File: src/sv/assert_macros.svh
// Assertion macros shared by the RTL of the bounded priority queue.
// Define ASSERT_OFF to compile the checks out; needs nothing else.
`ifndef ASSERT_MACROS_SVH
`define ASSERT_MACROS_SVH
`ifndef ASSERT_OFF
`define BPQ_ASSERT(lbl, clk, rstn, prop) \
	lbl: assert property (@(posedge clk) disable iff (!rstn) prop) \
		else $error("bounded_priority_queue: check failed");
`define BPQ_NEVER(lbl, clk, rstn, cond) \
	lbl: assert property (@(posedge clk) disable iff (!rstn) !(cond)) \
		else $error("bounded_priority_queue: forbidden condition");
`else
`define BPQ_ASSERT(lbl, clk, rstn, prop)
`define BPQ_NEVER(lbl, clk, rstn, cond)
`endif
`endif

File: src/sv/bpq_pkg.sv
// Types and constants for the bounded priority queue.
// No dependencies; imported by bpq_cell and bounded_priority_queue.
package bpq_pkg;
	localparam int DEPTH  = 16;
	localparam int DATA_W = 32;
	localparam int CAP_W  = 5;
	localparam int OUT_CNT_W = 5;
	localparam int CNT_W  = $clog2(DEPTH + 1);
	localparam int CMP_W  = (CNT_W > CAP_W) ? CNT_W : CAP_W;
	localparam logic [CAP_W-1:0] CAP_RESET = CAP_W'(16);

	typedef enum logic [1:0] {
		OP_INSERT = 2'd0,
		OP_REMOVE = 2'd1,
		OP_QUERY  = 2'd2
	} op_t;

	typedef struct packed {
		logic signed [DATA_W-1:0] val;
		logic signed [DATA_W-1:0] pri;
	} entry_t;

	typedef struct packed {
		logic insert;
		logic remove;
	} cell_ctl_t;
endpackage

File: src/sv/bounded_priority_queue.sv
// Bounded priority queue: a chain of DEPTH slots kept sorted by priority,
// highest at the head, equal priorities in arrival order. A request is taken
// every cycle unless a result waits with rsp_stall high; its result appears in
// the cycle after acceptance, from the output register. The rate is set by the
// one priority compare each slot makes per request, all slots in parallel. The
// user must write capacity over cfg channel while queue is idle; not enforced.
module bounded_priority_queue (
	input  logic                          clk,
	input  logic                          arst_n,
	input  logic                          cfg_valid,
	output logic                          cfg_ready,
	input  logic [bpq_pkg::CAP_W-1:0]     cfg_data,
	input  logic                          req_valid,
	output logic                          req_stall,
	input  logic [1:0]                    opcode,
	input  logic signed [bpq_pkg::DATA_W-1:0] item_value,
	input  logic signed [bpq_pkg::DATA_W-1:0] item_priority,
	output logic                          rsp_valid,
	input  logic                          rsp_stall,
	output logic signed [bpq_pkg::DATA_W-1:0] head_value,
	output logic signed [bpq_pkg::DATA_W-1:0] head_priority,
	output logic [bpq_pkg::OUT_CNT_W-1:0] entry_count,
	output logic                          is_empty,
	output logic                          is_full,
	output logic                          refused
);
	import bpq_pkg::*;
	`include "assert_macros.svh"

	logic [CAP_W-1:0] capacity_q;
	logic [CNT_W-1:0] count_q, count_d;
	logic             req_fire, full_now, full_next, do_insert, do_remove, is_ins;
	entry_t           item;
	entry_t           cell_q [DEPTH];
	entry_t           cell_d [DEPTH];
	logic [DEPTH-1:0] behind;
	cell_ctl_t        ctl;

	logic                     rsp_valid_q;
	logic signed [DATA_W-1:0] head_value_q, head_priority_q;
	logic [OUT_CNT_W-1:0]     entry_count_q;
	logic                     is_empty_q, is_full_q, refused_q;

	assign cfg_ready = 1'b1;
	assign req_stall = rsp_valid_q && rsp_stall;
	assign req_fire  = req_valid && !req_stall;

	always_ff @(posedge clk or negedge arst_n) begin
		if (!arst_n) begin
			capacity_q <= CAP_RESET;
		end else if (cfg_valid && cfg_ready) begin
			capacity_q <= cfg_data;
		end
	end

	assign full_now = (CMP_W'(count_q) >= CMP_W'(capacity_q)) || (count_q == CNT_W'(DEPTH));
	assign is_ins    = (opcode == OP_INSERT);
	assign do_insert = req_fire && is_ins && !full_now;
	assign do_remove = req_fire && (opcode == OP_REMOVE) && (count_q != '0);
	assign ctl       = '{insert: do_insert, remove: do_remove};
	assign item      = '{val: item_value, pri: item_priority};

	always_comb begin
		count_d = count_q;
		if (do_insert) begin
			count_d = count_q + 1'b1;
		end else if (do_remove) begin
			count_d = count_q - 1'b1;
		end
	end

	assign full_next = (CMP_W'(count_d) >= CMP_W'(capacity_q)) || (count_d == CNT_W'(DEPTH));

	genvar g;
	generate
		for (g = 0; g < DEPTH; g++) begin : g_cell
			if (g == 0) begin : g_head
				bpq_cell u_cell (
					.clk        (clk),
					.ctl        (ctl),
					.item       (item),
					.prev_entry (item),
					.prev_behind(1'b1),
					.next_entry (cell_q[1]),
					.occupied   (count_q > CNT_W'(g)),
					.entry_q    (cell_q[g]),
					.entry_d    (cell_d[g]),
					.behind     (behind[g])
				);
			end else if (g == DEPTH - 1) begin : g_tail
				bpq_cell u_cell (
					.clk        (clk),
					.ctl        (ctl),
					.item       (item),
					.prev_entry (cell_q[g-1]),
					.prev_behind(behind[g-1]),
					.next_entry (cell_q[g]),
					.occupied   (count_q > CNT_W'(g)),
					.entry_q    (cell_q[g]),
					.entry_d    (cell_d[g]),
					.behind     (behind[g])
				);
			end else begin : g_mid
				bpq_cell u_cell (
					.clk        (clk),
					.ctl        (ctl),
					.item       (item),
					.prev_entry (cell_q[g-1]),
					.prev_behind(behind[g-1]),
					.next_entry (cell_q[g+1]),
					.occupied   (count_q > CNT_W'(g)),
					.entry_q    (cell_q[g]),
					.entry_d    (cell_d[g]),
					.behind     (behind[g])
				);
			end
		end
	endgenerate

	always_ff @(posedge clk or negedge arst_n) begin
		if (!arst_n) begin
			count_q     <= '0;
			rsp_valid_q <= 1'b0;
		end else begin
			count_q <= count_d;
			if (req_fire) begin
				rsp_valid_q <= 1'b1;
			end else if (!rsp_stall) begin
				rsp_valid_q <= 1'b0;
			end
		end
	end

	// result payload: state after the request
	always_ff @(posedge clk) begin
		if (req_fire) begin
			head_value_q    <= (count_d == '0) ? '0 : cell_d[0].val;
			head_priority_q <= (count_d == '0) ? '0 : cell_d[0].pri;
			entry_count_q   <= OUT_CNT_W'(count_d);
			is_empty_q      <= (count_d == '0);
			is_full_q       <= full_next;
			refused_q       <= is_ins && full_now;
		end
	end

	assign rsp_valid     = rsp_valid_q;
	assign head_value    = head_value_q;
	assign head_priority = head_priority_q;
	assign entry_count   = entry_count_q;
	assign is_empty      = is_empty_q;
	assign is_full       = is_full_q;
	assign refused       = refused_q;

	`BPQ_NEVER(a_count_bound, clk, arst_n, count_q > CNT_W'(DEPTH))
	`BPQ_ASSERT(a_refused_full, clk, arst_n, (rsp_valid_q && refused_q) |-> is_full_q)
	`BPQ_ASSERT(a_insert_count, clk, arst_n, do_insert |=> (count_q == $past(count_q) + 1'b1))
	`BPQ_ASSERT(a_head_sorted, clk, arst_n, (count_q >= CNT_W'(2)) |-> ($signed(cell_q[0].pri) >= $signed(cell_q[1].pri)))
endmodule

File: src/sv/bpq_cell.sv
// One slot of the sorted shift chain: holds an entry, compares it with the
// incoming priority and takes from its neighbours. Depends on bpq_pkg.
module bpq_cell (
	input  logic              clk,
	input  bpq_pkg::cell_ctl_t ctl,
	input  bpq_pkg::entry_t   item,
	input  bpq_pkg::entry_t   prev_entry,
	input  logic              prev_behind,
	input  bpq_pkg::entry_t   next_entry,
	input  logic              occupied,
	output bpq_pkg::entry_t   entry_q,
	output bpq_pkg::entry_t   entry_d,
	output logic              behind
);
	import bpq_pkg::*;

	// new item goes behind every held entry of greater or equal priority
	assign behind = occupied && ($signed(item.pri) <= $signed(entry_q.pri));

	always_comb begin
		entry_d = entry_q;
		if (ctl.insert) begin
			if (behind) begin
				entry_d = entry_q;
			end else if (prev_behind) begin
				entry_d = item;
			end else begin
				entry_d = prev_entry;
			end
		end else if (ctl.remove) begin
			entry_d = next_entry;
		end
	end

	always_ff @(posedge clk) begin
		entry_q <= entry_d;
	end
endmodule

File: config.mk
export PLATFORM = sky130hd
export DESIGN_NAME = bounded_priority_queue
export DESIGN_NICKNAME = d
export VERILOG_FILES = /design/src/sv/bpq_pkg.sv /design/src/sv/bounded_priority_queue.sv /design/src/sv/bpq_cell.sv
export VERILOG_INCLUDE_DIRS = /design/src /design/src/sv
export SDC_FILE = /design/constraint.sdc
export NUM_CORES = 2
export LEC_CHECK = 0
export ABC_AREA = 0
export BUFFER_PORTS_ARGS = -buffer_cell sky130_fd_sc_hd__buf_2
export CAP_MARGIN = 30
export CORE_MARGIN = 4
export CORE_UTILIZATION = 40
export DETAILED_ROUTE_END_ITERATION = 8
export PLACE_DENSITY_LB_ADDON = 0.15
export REMOVE_ABC_BUFFERS = 1
export SYNTH_ARGS = -nofsm -noshare
export SYNTH_HDL_FRONTEND = slang
export SYNTH_SLANG_ARGS = --single-unit
File: constraint.sdc
create_clock -name clk -period 13.1 [get_ports clk]
set_input_delay 3.93 -clock clk [delete_from_list [all_inputs] [get_ports clk]]
set_output_delay 3.93 -clock clk [all_outputs]
set_load 0.005 [all_outputs]
Yosys cells after proc, flatten, opt, wreduce, memory -nomap -nowiden

Index checks and enable logic that the tools add are counted.

Register bits: 1,107
Bits in latches: 0
RAM bits: 0
Memory bits (read-only): 0
Input port bits: 76
Memories kept: 0

Add/subtract/negate cells: 2
Multiply operators: 0
Divide/modulo/power cells: 0
$lt $le $gt $ge: 34
Equal/unequal tests: 18
Shift operators: 0
Multiplexer cells: 64
Bitwise logic cells: 1
Reduce and logical (&&, ||, !) cells: 46

Operators with widths:

| operator                                                      | count |
|---|---|
| two-way mux 64 bit                                            | 60 |
| less-or-equal comparator 32 bit                               | 16 |
| greater-than comparator 5 x 4 -> 1 bit, second input constant | 8 |
| AND reduction 2 bit                                           | 15 |
| != test 2 bit, second input constant                          | 14 |
| logical AND 1 bit                                             | 23 |
| greater-than comparator 5 x 3 -> 1 bit, second input constant | 4 |
| == test 5 bit, second input constant                          | 2 |
| >= comparator 5 bit                                           | 2 |
| greater-than comparator 5 x 1 -> 1 bit, second input constant | 2 |
| greater-than comparator 5 x 2 -> 1 bit, second input constant | 2 |
| two-way mux 5 bit                                             | 2 |
| adder 5 x 1 -> 5 bit, second input constant                   | 1 |
| logical NOT 5 bit                                             | 1 |
| nonzero test 5 bit                                            | 1 |
| subtractor 5 x 1 -> 5 bit, second input constant              | 1 |
| == test 2 x 1 -> 1 bit, second input constant                 | 1 |
| logical NOT 1 bit                                             | 2 |
| logical NOT 2 bit                                             | 1 |
| logical OR 1 bit                                              | 2 |
| two-way mux 1 bit                                             | 2 |
| != test 2 x 1 -> 1 bit, second input constant                 | 1 |
| nonzero test 2 bit                                            | 1 |
| NOT 1 bit                                                     | 1 |

Longest topological paths before layout

Depth after elaboration: 9
Mapped depth: 16
Gate-level depth less buffers: 15

Cells and area by module

A second synthesis with hierarchy kept.

Cells, all modules: 8,398
Area total of the unflattened synthesis: 77,454.3 sq um

By module, submodules not included:

| module                                  | instances | cells each | area an instance (sq um) | sequential area each (sq um) |
|---|---|---|---|---|
| bpq_cell at g_cell[0].g_head.u_cell ... | 10        | 523        | 4,613.2                  | 1,281.2 |
| bpq_cell at g_cell[4].g_mid.u_cell ...  | 6         | 480        | 4,554.4                  | 1,281.2 |
| bounded_priority_queue                  | 1         | 288        | 3,996.3                  | 2,438.6 |

Least setup slack after synthesis

OpenSTA, ideal clock, no wires.

Path type: in2reg
Start point: input item_priority[25] in the netlist's numbering
End point: register g_cell[15].g_tail.u_cell.entry_q[0] in the netlist's numbering (enable)
Setup time: 0.644 ns
Arrival time: 11.481 ns
Path slack: 0.975 ns
Cell stages on the path: 8
Path through: ha_1 and4_1 or3b_2 nor3_1 nand2_1 o21ai_0 nor3b_1 nor4_1

Cells in the longest elaborated chain, start to end: 4

Ends and longest elaborated chain:

| item                                 | line                         | text |
|---|---|---|
| from (decl)                          | bounded_priority_queue.sv:17 | `input logic signed [bpq_pkg::DATA_W-1:0] item_priority,` |
| less-or-equal comparator 32 bit      | bpq_cell.sv:18               | `assign behind = occupied && ($signed(item.pri) <= $signed(entry_q.pri));` |
| logical AND 1 bit                    | bpq_cell.sv:18               |  |
| NOT 1 bit (no source line)           | --                           |  |
| AND reduction 2 bit (no source line) | --                           |  |
| to (signal assigned)                 | bpq_cell.sv:36               | `entry_q <= entry_d;` |
| to (decl)                            | bpq_cell.sv:11               | `output bpq_pkg::entry_t entry_q,` |

Every way passes these cells.
A chain may end at the register's enable or synchronous reset.

Worst setup path in the final report

Start point: input item_priority[29] in the netlist's numbering
End point: register g_cell[13].g_mid.u_cell.entry_q[10] in the netlist's numbering (enable)

Cells in the longest elaborated chain, start to end: 4

Ends and longest elaborated chain:

| item                                 | line |
|---|---|
| less-or-equal comparator 32 bit      | bpq_cell.sv:18 |
| logical AND 1 bit                    | bpq_cell.sv:18 |
| != test 2 bit (no source line)       | -- |
| AND reduction 2 bit (no source line) | -- |
| to (signal assigned)                 | bpq_cell.sv:36 |
| to (decl)                            | bpq_cell.sv:11 |

Every way passes these cells.

==> parameters.txt <==
Parameter                              Value

Timing
  Setup repair after global routing missed its margin    false
  Tightest hold margin    around 0.5 ns
  Post-route clock skew    between 0.04 and 0.05 ns
  Maximum clock rate    118 MHz
  Final Hold Vio Count    0
  Final number of max-transition violations    0
  Setup slack after layout    about 4.6 ns
  Setup total negative slack    0 ns
  Share of the cycle needed by the critical path after routing    0.648
  Final Critical Period    between 8 and 9 ns
  Number of failing setup endpoints in the final timing report    0
  Relative slew slack    0.221
  Actual slew at the worst max-slew pin    ~1.2 ns

CTS
  Buffers from clock root to sink, at most    3
  H-tree Lvls    4
  Number of hold buffers added after cts    0
  Number of buffers inserted during clock tree synthesis    140
  Clock Root Buffer    sky130_fd_sc_hd__clkbuf_16
  Setup bufs post-CTS    0
  Quantity of gates resized following cts    0
  Clock tree from TritonCTS    done
  Total clock sinks    between 1k and 1.5k
  Post-CTS clock slew at the launch and capture registers of the worst setup and hold paths    about 0.060 ns
  Clock insertion delay at the later pin of the skew report    between 0.8 and 0.9 ns

Floorplan
  Floorplan die width    about 440 um
  Number of primary I/O pins    between 150 and 200
  Total number of placement rows    158
  Placeable Area    0.186 mm^2
  Effective utilization at floorplan    0.403
  Total Die Area    about 0.19 mm^2
  Die boundary height    between 400 and 500 um

Worst setup path
  Master of the slowest instance on the critical path    sky130_fd_sc_hd__buf_4
  Type of the setup path with the least slack    in -> reg
  CP Data Required Time    approximately 14 ns
  Kind of cell with the highest combined delay on the critical path    buffers and inverters
  Top cell by count, worst path    sky130_fd_sc_hd__buf_4
  Type of destination of the critical path    register
  Total buffers and inverters traversed by the critical path    4
  Crit-path max FO    between 50 and 60
  Setup crit start kind    primary input
  Delay of the slowest critical-path stage    around 0.86 ns
  Cell-by-cell trace of the critical path    buf_2, ha_1, nand4_1, nor4_1, o311a_1, o21a_1, buf_4, nor3_2, buf_4, a21oi_4, buf_4
  Worst EP arrival    about 8.9 ns

Min path
  Worst hold-check path type    reg -> reg

Route
  Starting DRC count in detailed routing    9828
  Final ANT Viol Nets    0
  Post-route DRC    0
  Router iterations before antenna repair    8
  Vias after detailed routing    roughly 71k
  Routed length per placed instance    32.8 um
  Vias per Instance    7.10
  Routed wire length    327000 um

Yosys
  Flip-flop and latch count after synthesis    1107
  Post-Synthesis Mean Instance Area    between 9 and 10 um^2
  Synth warnings    0
  Gate count of the mapped netlist    around 7.7k
  Syn Std Cell Area    between 0.07 and 0.08 mm^2
  Share of synthesized area occupied by flip-flops and latches    0.434
  Post-synth ARST share    0.00994
  EDFF count, synth    slightly above 1k
  Most area-hungry cell type in the Yosys netlist    sky130_fd_sc_hd__edfxtp_1
  Share of Yosys cell area claimed by the top area cell type    0.413
  Count of cell types in the netlist    87
  Main area contributors after synthesis    sky130_fd_sc_hd__edfxtp_1, sky130_fd_sc_hd__ha_1, sky130_fd_sc_hd__nand2_1, sky130_fd_sc_hd__a221o_1, sky130_fd_sc_hd__nand4_1
  Primary flip-flop cell chosen by synthesis mapping    sky130_fd_sc_hd__edfxtp_1

Global route
  Vias in the first global route    around 68k
  Overall routing resource usage    0.325
  Total global routing overflow    0
  Maximum number of pins on one net before global-route repair    207
  Number of antenna violations at the first check in global routing    14
  Wire length of the first global-routing pass    approximately 470000 um

Cells and area
  Final nets    7980
  Commonest cells after routing, fill and taps aside    sky130_fd_sc_hd__edfxtp_1, sky130_fd_sc_hd__nand2_1, sky130_fd_sc_hd__inv_1, sky130_fd_sc_hd__ha_1, sky130_fd_sc_hd__nand4_1
  Most common cell after layout, fill and taps aside    sky130_fd_sc_hd__edfxtp_1
  Core occupancy in the finished layout    0.443
  Layout Area Growth over Synthesis    9.83%
  Total non-filler cell area in the finished layout    approximately 0.08 mm^2
  Fraction of final layout cells with drive strength greater than 1    0.0960
  Post-route non-filler standard cell count    9967

Power and ir drop
  Leakage power    approximately 29 nW
  Total power density per cell area    173 mW/mm^2
  Total power consumption of the routed design    approximately 14 mW
  Worst vdd rail ir drop    0.176 mV

Place
  Dpl ws    ~3.9 ns
  Count of buffers from port buffering    149
  Dpl cells    between 9k and 10k
  Detailed placer's ending HPWL    ~210000 um
  Cell area after placement    a little under 0.08 mm^2
  Final RePlAce weighted congestion    0.919

Job
  Max capacitance violation total    0

Status
  Status    finished, final reports clean
## worst reg2reg max path: cells and delay by family (launching register included)
kind	cells	cell delay, ns
buffers and inverters	6	2.85
AOI/OAI and AO/OA	4	1.65
adders and majority gates	1	0.38
and+or+nand+nor	2	0.30
DFF	1	0.59
## registers in the layout (all words and copies together), names as in the netlist, 5 cells and up
register                      flops
count_q                           5
head_priority                    32
entry_count                       5
g_cell.g_tail.u_cell.entry_q     64
head_value                       32
capacity_q                        5
g_cell.g_head.u_cell.entry_q     64
g_cell.g_mid.u_cell.entry_q     896
## report_power, final
part | total [mW] | switching (mW) | internal, mW
clock network | 3.79 | 1.71 | 2.08
registers | 4.98 | 0.344 | 4.63
logic | 5.46 | 4.05 | 1.41
total | 14.2 | 6.11 | 8.12
## kinds of logic after synthesis
kind of cell / after synthesis / synth area share
XOR/XNOR: 3 / 0.000351
adder cells (fa/ha/maj): 528 / 0.0881
AO/OA/AOI/OAI: 2433 / 0.250
flip-flops: 1107 / 0.434
AND/OR/NAND/NOR: 2253 / 0.155
multiplexers: 3 / 0.000434
buffers and inverters: 1372 / 0.0717
other: 1 / 0.0000500
## path summary, 6_finish.rpt
kind / start / end / slack [ns] / cells past startpoint
worst max-delay path: item_priority[29] / g_cell[13].g_mid.u_cell.entry_q[10]$_DFFE_PP_ / 4.61 / 11
worst min-delay path: g_cell[0].g_head.u_cell.entry_q[54]$_DFF_P_ / g_cell[0].g_head.u_cell.entry_q[54]$_DFF_P_ / 0.51 / 2
worst min register to register: g_cell[0].g_head.u_cell.entry_q[54]$_DFF_P_ / g_cell[0].g_head.u_cell.entry_q[54]$_DFF_P_ / 0.51 / 2
worst max register to register: count_q[1]$_DFF_PN0_ / g_cell[11].g_mid.u_cell.entry_q[49]$_DFFE_PP_ / 7.19 / 13
max in group asynchronous: arst_n / capacity_q[4]$_DFFE_PN1P_ / 9.84 / 1
min in group asynchronous: arst_n / rsp_valid$_DFFE_PN0P_ / 2.97 / 1
## cell type report
class	count	area, um^2
Fill cell	17876	104000
Timing Repair Buffer	363	2670
Tap cell	2480	3100
Inverter	543	2040
Antenna cell	5	12.5
Clock buffer	194	3820
Multi-Input combinational cell	5221	37700
Sequential cell	1107	32500
Clock inverter	54	417
## synthesized netlist by cell type, types with 130 or more instances
master                     instances
sky130_fd_sc_hd__a221o_1         269
sky130_fd_sc_hd__a31oi_1         348
sky130_fd_sc_hd__edfxtp_1       1032
sky130_fd_sc_hd__a41oi_1         157
sky130_fd_sc_hd__o211ai_1        273
sky130_fd_sc_hd__and2_1          196
sky130_fd_sc_hd__clkbuf_1        617
sky130_fd_sc_hd__o311ai_0        250
sky130_fd_sc_hd__nand4_1         386
sky130_fd_sc_hd__nor3b_1         130
sky130_fd_sc_hd__nor4_1          145
sky130_fd_sc_hd__o21ai_0         203
sky130_fd_sc_hd__a21oi_1         206
sky130_fd_sc_hd__o221ai_1        242
sky130_fd_sc_hd__inv_1           541
sky130_fd_sc_hd__nor2_1          290
sky130_fd_sc_hd__nand3_1         182
sky130_fd_sc_hd__nand2_1         728
sky130_fd_sc_hd__buf_2           130
sky130_fd_sc_hd__ha_1            528
## layer usage
layer	wire [um]	GRT usage	vias up
li1	-	-	30120
met1	129000	0.424	35062
met2	144000	0.499	4679
met3	37900	0.0911	872
met4	16200	0.148	8
met5	41	0.00378	-
(Power assumes the default switching activity.)
